`config.mk`:
```
export PLATFORM = sky130hd
export DESIGN_NAME = block_rms_voice_activity_gate_top
export DESIGN_NICKNAME = d
export VERILOG_FILES = /design/src/rtl/rvag_pkg.sv /design/src/rtl/block_rms_voice_activity_gate_top.sv /design/src/rtl/rvag_front.sv /design/src/rtl/rvag_queue.sv /design/src/rtl/rvag_back.sv
export SDC_FILE = /design/constraint.sdc
export NUM_CORES = 2
export LEC_CHECK = 0
export BUFFER_PORTS_ARGS = -buffer_cell sky130_fd_sc_hd__buf_4
export CAP_MARGIN = 20
export CELL_PAD_IN_SITES_DETAIL_PLACEMENT = 1
export CELL_PAD_IN_SITES_GLOBAL_PLACEMENT = 1
export CORE_UTILIZATION = 27
export DETAILED_ROUTE_END_ITERATION = 12
export PLACE_DENSITY = 0.58
export SLEW_MARGIN = 20
export SYNTH_ARGS = -nofsm -noshare
export SYNTH_HDL_FRONTEND = slang
export SYNTH_SLANG_ARGS = --single-unit
```
`constraint.sdc`:
```
create_clock -name clock -period 10.1 [get_ports clock]
set_clock_uncertainty 0.05 [all_clocks]
set_input_delay 1.515 -clock clock [delete_from_list [all_inputs] [get_ports clock]]
set_output_delay 1.515 -clock clock [all_outputs]
set_load 0.02 [all_outputs]
```
`src/rtl/rvag_pkg.sv`:
```
package rvag_pkg;

   localparam int SQ_W      = 31;
   localparam int THR_W     = 31;
   localparam int LENGTH_W  = 24;
   localparam int CNT_W     = 25;
   localparam int CSR_IDX_W = 2;
   localparam int CSR_DAT_W = 31;
   localparam int REQ_DAT_W = 16;
   localparam int RSP_DAT_W = 8;

   localparam logic [CNT_W-1:0] COUNT_MAX = {CNT_W{1'b1}};

   localparam logic [CSR_IDX_W-1:0] CSR_THRESHOLD_POWER = 2'd0;
   localparam logic [CSR_IDX_W-1:0] CSR_ATTACK_LENGTH   = 2'd1;
   localparam logic [CSR_IDX_W-1:0] CSR_RELEASE_LENGTH  = 2'd2;

   localparam logic [THR_W-1:0]    THRESHOLD_RESET = 31'd107374;
   localparam logic [LENGTH_W-1:0] ATTACK_RESET    = 24'd480;
   localparam logic [LENGTH_W-1:0] RELEASE_RESET   = 24'd9600;

   typedef struct packed {
      logic empty;
      logic room;
   } queue_status_type;

   typedef struct packed {
      logic [THR_W-1:0]    threshold_power;
      logic [LENGTH_W-1:0] attack_length;
      logic [LENGTH_W-1:0] release_length;
   } gate_cfg_type;

endpackage

```
`src/rtl/block_rms_voice_activity_gate_top.sv`:
```
// channel   dir  beat fields (low bit up)           handshake
// req_      in   tdata: sample[15:0]; tlast: last   req_tvalid & req_tready
// rsp_      out  tdata: active[0], above[1]         rsp_tvalid & rsp_tready
// csr_      in   index 0 threshold, 1 attack, 2 release   csr_we
// one sample beat per cycle while req_tready is high; the square stage and the accumulator run at that rate
// after the edge that takes its final beat, a block result passes the accumulator and queue,
// the product stage and the output register before it is offered
// reset is synchronous; the control registers and CSRs return to their default values, data registers are not reset
// fewer than two free queue slots drop req_tready; rsp_tready low holds the output register
module block_rms_voice_activity_gate_top #(
   parameter int MAX_BLOCK   = 4096,
   parameter int QUEUE_DEPTH = 4
) (
   input  logic                           clock,
   input  logic                           reset,
   input  logic                           req_tvalid,
   output logic                           req_tready,
   input  logic [rvag_pkg::REQ_DAT_W-1:0] req_tdata,  // sample[15:0]
   input  logic                           req_tlast,
   output logic                           rsp_tvalid,
   input  logic                           rsp_tready,
   output logic [rvag_pkg::RSP_DAT_W-1:0] rsp_tdata,  // active[0], above[1], zero
   input  logic                           csr_we,
   input  logic [rvag_pkg::CSR_IDX_W-1:0] csr_index,
   input  logic [rvag_pkg::CSR_DAT_W-1:0] csr_wdata
);

   localparam int LEN_W = $clog2(MAX_BLOCK + 1);
   localparam int SUM_W = rvag_pkg::SQ_W - 1 + LEN_W;

   rvag_pkg::queue_status_type status;
   rvag_pkg::gate_cfg_type     cfg_ff, cfg_in;

   logic                       push, pop;
   logic [SUM_W-1:0]           push_sum;
   logic [LEN_W-1:0]           push_len;
   logic [LEN_W+SUM_W-1:0]     pop_data;

   always_comb begin
      cfg_in = cfg_ff;
      if (csr_we) begin
         case (csr_index)
            rvag_pkg::CSR_THRESHOLD_POWER: begin
               cfg_in.threshold_power = csr_wdata[rvag_pkg::THR_W-1:0];
            end
            rvag_pkg::CSR_ATTACK_LENGTH: begin
               cfg_in.attack_length = csr_wdata[rvag_pkg::LENGTH_W-1:0];
            end
            rvag_pkg::CSR_RELEASE_LENGTH: begin
               cfg_in.release_length = csr_wdata[rvag_pkg::LENGTH_W-1:0];
            end
            default: begin
               cfg_in = cfg_ff;
            end
         endcase
      end
   end

   always_ff @(posedge clock) begin
      if (reset) begin
         cfg_ff.threshold_power <= rvag_pkg::THRESHOLD_RESET;
         cfg_ff.attack_length   <= rvag_pkg::ATTACK_RESET;
         cfg_ff.release_length  <= rvag_pkg::RELEASE_RESET;
      end else begin
         cfg_ff <= cfg_in;
      end
   end

   rvag_front #(
      .MAX_BLOCK (MAX_BLOCK),
      .LEN_W     (LEN_W),
      .SUM_W     (SUM_W)
   ) u_front (
      .clock      (clock),
      .reset      (reset),
      .req_tvalid (req_tvalid),
      .req_tready (req_tready),
      .req_tdata  (req_tdata),
      .req_tlast  (req_tlast),
      .status     (status),
      .push       (push),
      .push_sum   (push_sum),
      .push_len   (push_len)
   );

   rvag_queue #(
      .DATA_W (LEN_W + SUM_W),
      .DEPTH  (QUEUE_DEPTH)
   ) u_queue (
      .clock     (clock),
      .reset     (reset),
      .push      (push),
      .push_data ({push_len, push_sum}),
      .pop       (pop),
      .pop_data  (pop_data),
      .status    (status)
   );

   rvag_back #(
      .LEN_W (LEN_W),
      .SUM_W (SUM_W)
   ) u_back (
      .clock      (clock),
      .reset      (reset),
      .status     (status),
      .pop        (pop),
      .pop_sum    (pop_data[SUM_W-1:0]),
      .pop_len    (pop_data[LEN_W+SUM_W-1:SUM_W]),
      .cfg        (cfg_ff),
      .rsp_tvalid (rsp_tvalid),
      .rsp_tready (rsp_tready),
      .rsp_tdata  (rsp_tdata)
   );

endmodule

```
`src/rtl/rvag_front.sv`:
```
module rvag_front #(
   parameter int MAX_BLOCK = 4096,
   parameter int LEN_W     = 13,
   parameter int SUM_W     = 43
) (
   input  logic                          clock,
   input  logic                          reset,
   input  logic                          req_tvalid,
   output logic                          req_tready,
   input  logic [rvag_pkg::REQ_DAT_W-1:0] req_tdata,
   input  logic                          req_tlast,
   input  rvag_pkg::queue_status_type    status,
   output logic                          push,
   output logic [SUM_W-1:0]              push_sum,
   output logic [LEN_W-1:0]              push_len
);

   logic signed [31:0]            product;
   logic [rvag_pkg::SQ_W-1:0]     sq_ff, sq_in;
   logic                          sq_last_ff, sq_last_in;
   logic                          sq_valid_ff, sq_valid_in;
   logic [SUM_W-1:0]              sum_ff, sum_in;
   logic [LEN_W-1:0]              len_ff, len_in;
   logic [SUM_W-1:0]              acc;
   logic [LEN_W:0]                len_next;
   logic                          blk_end;
   logic                          accept;

   assign req_tready = status.room;
   assign accept     = req_tvalid && req_tready;

   always_comb begin
      product     = $signed(req_tdata) * $signed(req_tdata);
      sq_in       = product[rvag_pkg::SQ_W-1:0];
      sq_last_in  = req_tlast;
      sq_valid_in = accept;

      acc      = sum_ff + SUM_W'(sq_ff);
      len_next = {1'b0, len_ff} + {{LEN_W{1'b0}}, 1'b1};
      blk_end  = sq_last_ff || (len_next == (LEN_W+1)'(MAX_BLOCK));
      push     = sq_valid_ff && blk_end;
      push_sum = acc;
      push_len = len_next[LEN_W-1:0];

      sum_in = sum_ff;
      len_in = len_ff;
      if (sq_valid_ff) begin
         if (blk_end) begin
            sum_in = '0;
            len_in = '0;
         end else begin
            sum_in = acc;
            len_in = len_next[LEN_W-1:0];
         end
      end
   end

   always_ff @(posedge clock) begin
      if (reset) begin
         sq_valid_ff <= 1'b0;
         sum_ff      <= '0;
         len_ff      <= '0;
      end else begin
         sq_valid_ff <= sq_valid_in;
         sum_ff      <= sum_in;
         len_ff      <= len_in;
      end
      if (accept) begin
         sq_ff      <= sq_in;
         sq_last_ff <= sq_last_in;
      end
   end

endmodule

```
`src/rtl/rvag_queue.sv`:
```
module rvag_queue #(
   parameter int DATA_W = 56,
   parameter int DEPTH  = 4
) (
   input  logic                       clock,
   input  logic                       reset,
   input  logic                       push,
   input  logic [DATA_W-1:0]          push_data,
   input  logic                       pop,
   output logic [DATA_W-1:0]          pop_data,
   output rvag_pkg::queue_status_type status
);

   localparam int PTR_W = (DEPTH > 1) ? $clog2(DEPTH) : 1;
   localparam int CNT_W = $clog2(DEPTH + 1);

   logic [DATA_W-1:0] mem [DEPTH];
   logic [PTR_W-1:0]  wr_ptr_ff, wr_ptr_in;
   logic [PTR_W-1:0]  rd_ptr_ff, rd_ptr_in;
   logic [CNT_W-1:0]  count_ff, count_in;

   always_comb begin
      wr_ptr_in = wr_ptr_ff;
      rd_ptr_in = rd_ptr_ff;
      if (push) begin
         wr_ptr_in = (wr_ptr_ff == PTR_W'(DEPTH - 1)) ? '0 : wr_ptr_ff + 1'b1;
      end
      if (pop) begin
         rd_ptr_in = (rd_ptr_ff == PTR_W'(DEPTH - 1)) ? '0 : rd_ptr_ff + 1'b1;
      end
      count_in = count_ff + CNT_W'(push) - CNT_W'(pop);

      pop_data     = mem[rd_ptr_ff];
      status.empty = (count_ff == '0);
      // one slot kept for the beat still in the square stage
      status.room  = (count_ff <= CNT_W'(DEPTH - 2));
   end

   always_ff @(posedge clock) begin
      if (reset) begin
         wr_ptr_ff <= '0;
         rd_ptr_ff <= '0;
         count_ff  <= '0;
      end else begin
         wr_ptr_ff <= wr_ptr_in;
         rd_ptr_ff <= rd_ptr_in;
         count_ff  <= count_in;
      end
      if (push) begin
         mem[wr_ptr_ff] <= push_data;
      end
   end

endmodule

```
`src/rtl/rvag_back.sv`:
```
module rvag_back #(
   parameter int LEN_W = 13,
   parameter int SUM_W = 43
) (
   input  logic                           clock,
   input  logic                           reset,
   input  rvag_pkg::queue_status_type     status,
   output logic                           pop,
   input  logic [SUM_W-1:0]               pop_sum,
   input  logic [LEN_W-1:0]               pop_len,
   input  rvag_pkg::gate_cfg_type         cfg,
   output logic                           rsp_tvalid,
   input  logic                           rsp_tready,
   output logic [rvag_pkg::RSP_DAT_W-1:0] rsp_tdata
);

   localparam int PROD_W = LEN_W + rvag_pkg::THR_W;
   localparam int CMP_W  = (PROD_W > SUM_W) ? PROD_W : SUM_W;
   localparam int CW     = rvag_pkg::CNT_W;

   logic                 v1_ff, v1_in;
   logic [PROD_W-1:0]    prod_ff, prod_in;
   logic [SUM_W-1:0]     sum1_ff;
   logic [LEN_W-1:0]     len1_ff;

   logic                 out_valid_ff, out_valid_in;
   logic                 out_active_ff, out_active_in;
   logic                 out_above_ff, out_above_in;
   logic                 gate_ff, gate_in;
   logic [CW-1:0]        attack_ff, attack_in;
   logic [CW-1:0]        release_ff, release_in;

   logic                 out_en, en1, load2, above;
   logic [CW:0]          att_sum, rel_sum;
   logic [CW-1:0]        att_sat, rel_sat;

   always_comb begin
      out_en  = !out_valid_ff || rsp_tready;
      en1     = !v1_ff || out_en;
      pop     = !status.empty && en1;
      load2   = v1_ff && out_en;
      v1_in   = en1 ? !status.empty : v1_ff;
      prod_in = PROD_W'(pop_len) * PROD_W'(cfg.threshold_power);

      above = (sum1_ff != '0) && (CMP_W'(sum1_ff) >= CMP_W'(prod_ff));

      att_sum = {1'b0, attack_ff} + (CW+1)'(len1_ff);
      rel_sum = {1'b0, release_ff} + (CW+1)'(len1_ff);
      att_sat = (att_sum > (CW+1)'(rvag_pkg::COUNT_MAX)) ? rvag_pkg::COUNT_MAX
                                                          : att_sum[CW-1:0];
      rel_sat = (rel_sum > (CW+1)'(rvag_pkg::COUNT_MAX)) ? rvag_pkg::COUNT_MAX
                                                          : rel_sum[CW-1:0];

      gate_in       = gate_ff;
      attack_in     = attack_ff;
      release_in    = release_ff;
      out_active_in = out_active_ff;
      out_above_in  = out_above_ff;
      out_valid_in  = out_valid_ff && !rsp_tready;
      if (load2) begin
         if (above) begin
            release_in = '0;
            if (!gate_ff) begin
               if (att_sat >= CW'(cfg.attack_length)) begin
                  gate_in   = 1'b1;
                  attack_in = '0;
               end else begin
                  attack_in = att_sat;
               end
            end
         end else begin
            attack_in = '0;
            if (gate_ff) begin
               if (rel_sat >= CW'(cfg.release_length)) begin
                  gate_in    = 1'b0;
                  release_in = '0;
               end else begin
                  release_in = rel_sat;
               end
            end
         end
         out_valid_in  = 1'b1;
         out_active_in = gate_in;
         out_above_in  = above;
      end

      rsp_tvalid = out_valid_ff;
      rsp_tdata  = {{(rvag_pkg::RSP_DAT_W-2){1'b0}}, out_above_ff, out_active_ff};
   end

   always_ff @(posedge clock) begin
      if (reset) begin
         v1_ff        <= 1'b0;
         out_valid_ff <= 1'b0;
         gate_ff      <= 1'b0;
         attack_ff    <= '0;
         release_ff   <= '0;
      end else begin
         v1_ff        <= v1_in;
         out_valid_ff <= out_valid_in;
         gate_ff      <= gate_in;
         attack_ff    <= attack_in;
         release_ff   <= release_in;
      end
      if (pop) begin
         prod_ff <= prod_in;
         sum1_ff <= pop_sum;
         len1_ff <= pop_len;
      end
      out_active_ff <= out_active_in;
      out_above_ff  <= out_above_in;
   end

endmodule

```
After elaboration in Yosys (flattened, before gate mapping)
Memories as Yosys holds them, arrays and structs flattened. A register that Yosys moved wholly into a read port is not among the register bits. Index checks and enable logic that the tools add are counted.

Register bits: 330. Bits in latches: 0. RAM bits: 224. Bits in read-only memories: 0. Bits of input ports: 55. Output and inout port bits: 10. Memories kept: 1.

Add/sub/neg operators: 8. Multiply operators: 2. Div/mod/pow operators: 0. Magnitude comparators: 6. Eq/ne operators: 6. Shift-type cells: 0. Muxes and demuxes: 22. Bitwise logic cells: 0. Reduce and logical (&&, ||, !) cells: 22.

Memories: u_queue.mem (words 4, bits a word 56, rd ports 1, clocked after memory_dff 1, wr ports 1, RTL line rvag_queue.sv:17) `logic [DATA_W-1:0] mem [DEPTH];`.

Operators with widths (count): $mux 25 (8); $add 25x13->26 (2); $gt 26x25->1 const B (2); $ge 25x24->1 (2); $ge 43x44->1 (1); $mul 13x31->44 (1); $add 43x31->43 (1); $mux 43 (1); $reduce_bool 43->1 (1); $mul 16x16->31 (1); $add 13x1->14 const B (1); $eq 14x13->1 const B (1); $mux 13 (1); $reduce_and 2->1 (5); $mux 1 (8); $mux 2 (4); $eq 2x2->1 const B (3); $logic_and 1x1->1 (6); $add 2x1->2 const B (2); $logic_not 1->1 (4); $add 3x1->3 (1); $le 3x2->1 const B (1); $logic_not 3->1 (1); $logic_or 1x1->1 (3); 5 further kinds (5).

Longest topological paths before layout
Word-level depth: 7. Gate-level depth with buffers: 26. Gate-level depth less buffers: 24.

Cells and area by module
A second synthesis with hierarchy kept.

Cells, all modules: 4448. Area total of the unflattened synthesis: 47006.3 µm².

By module, submodules not included: rvag_back (instances 1, cells an instance 2251, area an instance 21230.4 µm², seq. area each 4124.0 µm²); rvag_front (instances 1, cells an instance 1554, area an instance 13969.6 µm², seq. area each 2072.0 µm²); rvag_queue (instances 1, cells an instance 337, area an instance 8570.7 µm², seq. area each 6906.6 µm²); block_rms_voice_activity_gate_top (instances 1, cells an instance 306, area an instance 3235.6 µm², seq. area each 1581.5 µm²).

Worst setup path before layout
OpenSTA, ideal clock, no wires.

Path kind: input port to flip-flop. Start: input rsp_tready. End: register u_queue.count_ff[2]. Setup time: 0.128 ns. Data arrival time: 8.268 ns. Data required time: 9.922 ns. Path slack: 1.654 ns. Stages: 9. Path through: nor2b_1 a21oi_1 ha_1 inv_1 ha_1 inv_1 fa_1 xnor2_1 nor2_1.

Cells in the longest elaborated chain, start to end: 4.

Ends and longest elaborated chain: from (decl) (RTL line block_rms_voice_activity_gate_top.sv:21) `input logic rsp_tready,`; $logic_or 1x1->1 (RTL line rvag_back.sv:38) `out_en = !out_valid_ff || rsp_tready;`; $logic_or 1x1->1 (RTL line rvag_back.sv:39) `en1 = !v1_ff || out_en;`; $logic_and 1x1->1 (RTL line rvag_back.sv:40) `pop = !status.empty && en1;`; named net pop (RTL line block_rms_voice_activity_gate_top.sv:34) `logic push, pop;`; $sub 3x1->3 (RTL line rvag_queue.sv:31) `count_in = count_ff + CNT_W'(push) - CNT_W'(pop);`; to (signal assigned) (RTL line rvag_queue.sv:47) `count_ff <= count_in;`; to (decl) (RTL line rvag_queue.sv:20) `logic [CNT_W-1:0] count_ff, count_in;`.

The timed path passes the listed nets, and every way through them passes these cells. A chain may end at the register's enable or synchronous reset.

==> reports/results.ini <==
[status]
status=finished clean

[setup_path]
cp.arrival_ns=7.82
worstSetupPathType=flip-flop to flip-flop
crit_fanout=32
cp_slowest_cell=mux4_2
cp-end-kind=flip-flop
cp_slowest_stage_delay_ns=0.91
worstPathRequired_ns=10.41
cp-start-kind=flip-flop
reg2reg_depth=19
cp_cell_sequence=mux4_2 > and2_1 > fa_1 > fa_1 > fa_1 > inv_1 > fa_1 > fa_1 > inv_1 > ha_1 > o21ai_0 > or3_1 > nand2b_1 > o21ai_1 > o2111ai_1 > a21oi_1 > o2111a_1 > nand2b_1 > o311ai_0
crit_path_frequent_cell=fa_1

[global_routing]
met1_usage=0.180
grt_use_met3=0.0130
antenna_found_initial=0
grt_pass1_wl_um=192000
gr-max-usage-layer=met2
grt_usage=0.137
gr-usage-met2=0.244
gr-total-overflow=0
grt_pass1_vias=34600
grt_max_degree=69

[timing]
fin_crit_sh=0.744
fin_crit_ns=7.51
rsz0062_at_grt=false
setup_viol=0
final_max_slew_viol_count=0
fmax_mhz=133
fin_tns_setup_ns=0
maxSlewHeadroom=0.269
worst_pin_slew_ns=1.07
finalHoldViolCount=0

[clock_tree]
cts_hold_buf=0
cts_buffers=67
cts_tree=built
clock_sinks=555
post_cts_buffers=0
path_clk_slew_ns=0.06
cts_resized=0
clk_latency_ns=0.63
cts_buffer_depth=3
clock-root-buffer=clkbuf_16
htreeDepth=3

[run]
max_cap_viol_count=0

[synthesis]
yosys.area_share.simple=0.131
synth_seq_cells=555
synth_xor_area_frac=0.0269
synth-warning-count=0
synthFlopType=edfxtp_1
postSynth.asyncResetShare=0
ys_top_cells_by_area=fa_1 (24%), edfxtp_1 (23%), ha_1 (8.9%), dfxtp_1 (8.5%), inv_1 (5.9%)
synth_top_family_by_area=adder cells
synthMuxAreaShare=0.0301
syn_area_per_cell_um2=10.4
yosysTopAreaCellShare=0.239
synth_top_cell_by_area=fa_1
synth_fa_ha_area_frac=0.328
synthesis.area_um2=46500
synth.distinct_cells=94
synthCells=4486
ys_seq_area_frac=0.316
synth_edf_count=357
synth-compound-area-share=0.0922

[die]
dieArea_um2=174000
row_count=151
io_pins=65
start_util=0.273
fp.dieW_um=417
core_area_um2=170000
fp.dieH_um=417

[final_layout]
diodes=0
syn_to_final_growth_pct=10.8
final_cell_area_um2=51500
fillCellCount=19200
drive_gt1_frac=0.0679
nets=5411

[placement]
dpl.hpwl_um=92100
portBuffers=58
place_area_um2=49300
gp_congestion=0.808

[routing]
drc=0
vias=31000
drtIter0Drc=1353
via_per_inst=4.55
wire_per_inst_um=17.2
dr.pass1.iters=5
wirelength_um=117000
ant_nets=0

[worst_hold_path]
min-delay-start=cfg_ff[41]
hp-class=flip-flop to flip-flop
min_path_cells=2

[state kept, by name, indices dropped and copies added (netlist names), 25 cells and up, named ones only]
signal             cells
u_back.attack_ff      25
u_back.prod_ff        44
u_back.sum1_ff        43
u_back.release_ff     25
cfg_ff                79
u_front.sq_ff         30
u_front.sum_ff        43
u_queue.mem          224
[routing by layer]
layer,routed length (µm),part of all wire,vias to the layer above
li1,-,-,14700
met1,54800,0.47,15900
met2,58100,0.50,273
met3,2510,0.021,119
met4,1810,0.015,0
met5,0,0,-
[cell type report]
type	count	area (µm²)	share of cell area
inverter	732	2750	0.0533
clock inverter	27	288	0.00559
timing repair buffer	91	691	0.0134
tap	2295	2870	0.0557
sequential	555	14700	0.285
clock buffer	95	1880	0.0366
multi-input combinational	3023	28400	0.550
[Yosys cell counts (6+ instances only)]
master / number
a2111oi_0: 9
a211o_1: 15
a211oi_1: 16
a21o_1: 65
a21oi_1: 223
a22o_1: 54
a22oi_1: 6
a31oi_1: 28
and2_1: 224
and3_1: 31
buf_1: 11
buf_2: 8
buf_4: 12
buf_6: 6
clkbuf_1: 144
dfxtp_1: 198
edfxtp_1: 357
fa_1: 555
ha_1: 331
inv_1: 731
mux2_2: 6
mux2i_1: 7
mux4_2: 56
nand2_1: 594
nand2b_1: 19
nand3_1: 68
nand3b_1: 18
nand4_1: 26
nor2_1: 166
nor2b_1: 22
nor3_1: 35
nor4_1: 17
o2111ai_1: 6
o211ai_1: 10
o21a_1: 26
o21ai_0: 83
o21ai_1: 8
o21bai_1: 19
o31ai_1: 7
or2_2: 13
or3_1: 12
xnor2_1: 95
xor2_1: 48
[final timing paths]
| path | end | slack (ns) |
|---|---|---|
| max | u_back.prod_ff[41] | 2.59 |
| min | cfg_ff[41] | 0.40 |
| max reg2reg | u_back.prod_ff[41] | 2.59 |
| min reg2reg | cfg_ff[41] | 0.40 |
[metrics by stage]
step                std cells  worst slack, ns  utilization  hold WS, ns
finish                   6818             2.59        0.303        0.403
global route             6818             2.05        0.303        0.431
CTS                      6818             2.45        0.303        0.407
detailed placement       6696             2.01        0.290        0.399
global placement         6695             2.01        0.290        0.394
floorplan                4491             1.65            -        0.376
[cell usage in the layout, fill, tap and decap left out, types with 22 or more instances in the layout]
master / instances
a21o_1: 65
a21oi_1: 221
a22o_1: 54
a31oi_1: 28
and2_1: 219
and3_1: 31
buf_4: 90
clkbuf_16: 69
dfxtp_1: 196
edfxtp_1: 357
fa_1: 555
ha_1: 331
inv_1: 731
mux4_2: 56
nand2_1: 594
nand3_1: 68
nand4_1: 26
nor2_1: 166
nor2b_1: 22
nor3_1: 35
o21a_1: 26
o21ai_0: 83
xnor2_1: 95
xor2_1: 48
[logic make-up (layout without fill, tap and decap cells)]
kind of cell / count (synthesis) / count (layout)
buffers and inverters: 913 / 945
AO/OA/AOI/OAI: 640 / 640
multiplexers: 69 / 69
AND/OR/NAND/NOR: 1279 / 1279
adder cells (fa/ha/maj): 886 / 886
other: 1 / 6
XOR/XNOR: 143 / 143
flip-flops: 555 / 555
[worst max-delay path, delay by kind of cell (launching register included)]
| family | cells | cell delay (ns) |
|---|---|---|
| flip-flops | 1 | 0.54 |
| buffers and inverters | 2 | 0.10 |
| AO/OA/AOI/OAI | 6 | 1.66 |
| AND/OR/NAND/NOR | 4 | 1.05 |
| adder cells (fa/ha/maj) | 6 | 2.86 |
| multiplexers | 1 | 0.91 |
Power is left out: the tool's default activity adds up to more than one toggle a clock period on the data nets, which glitch-free logic cannot reach.
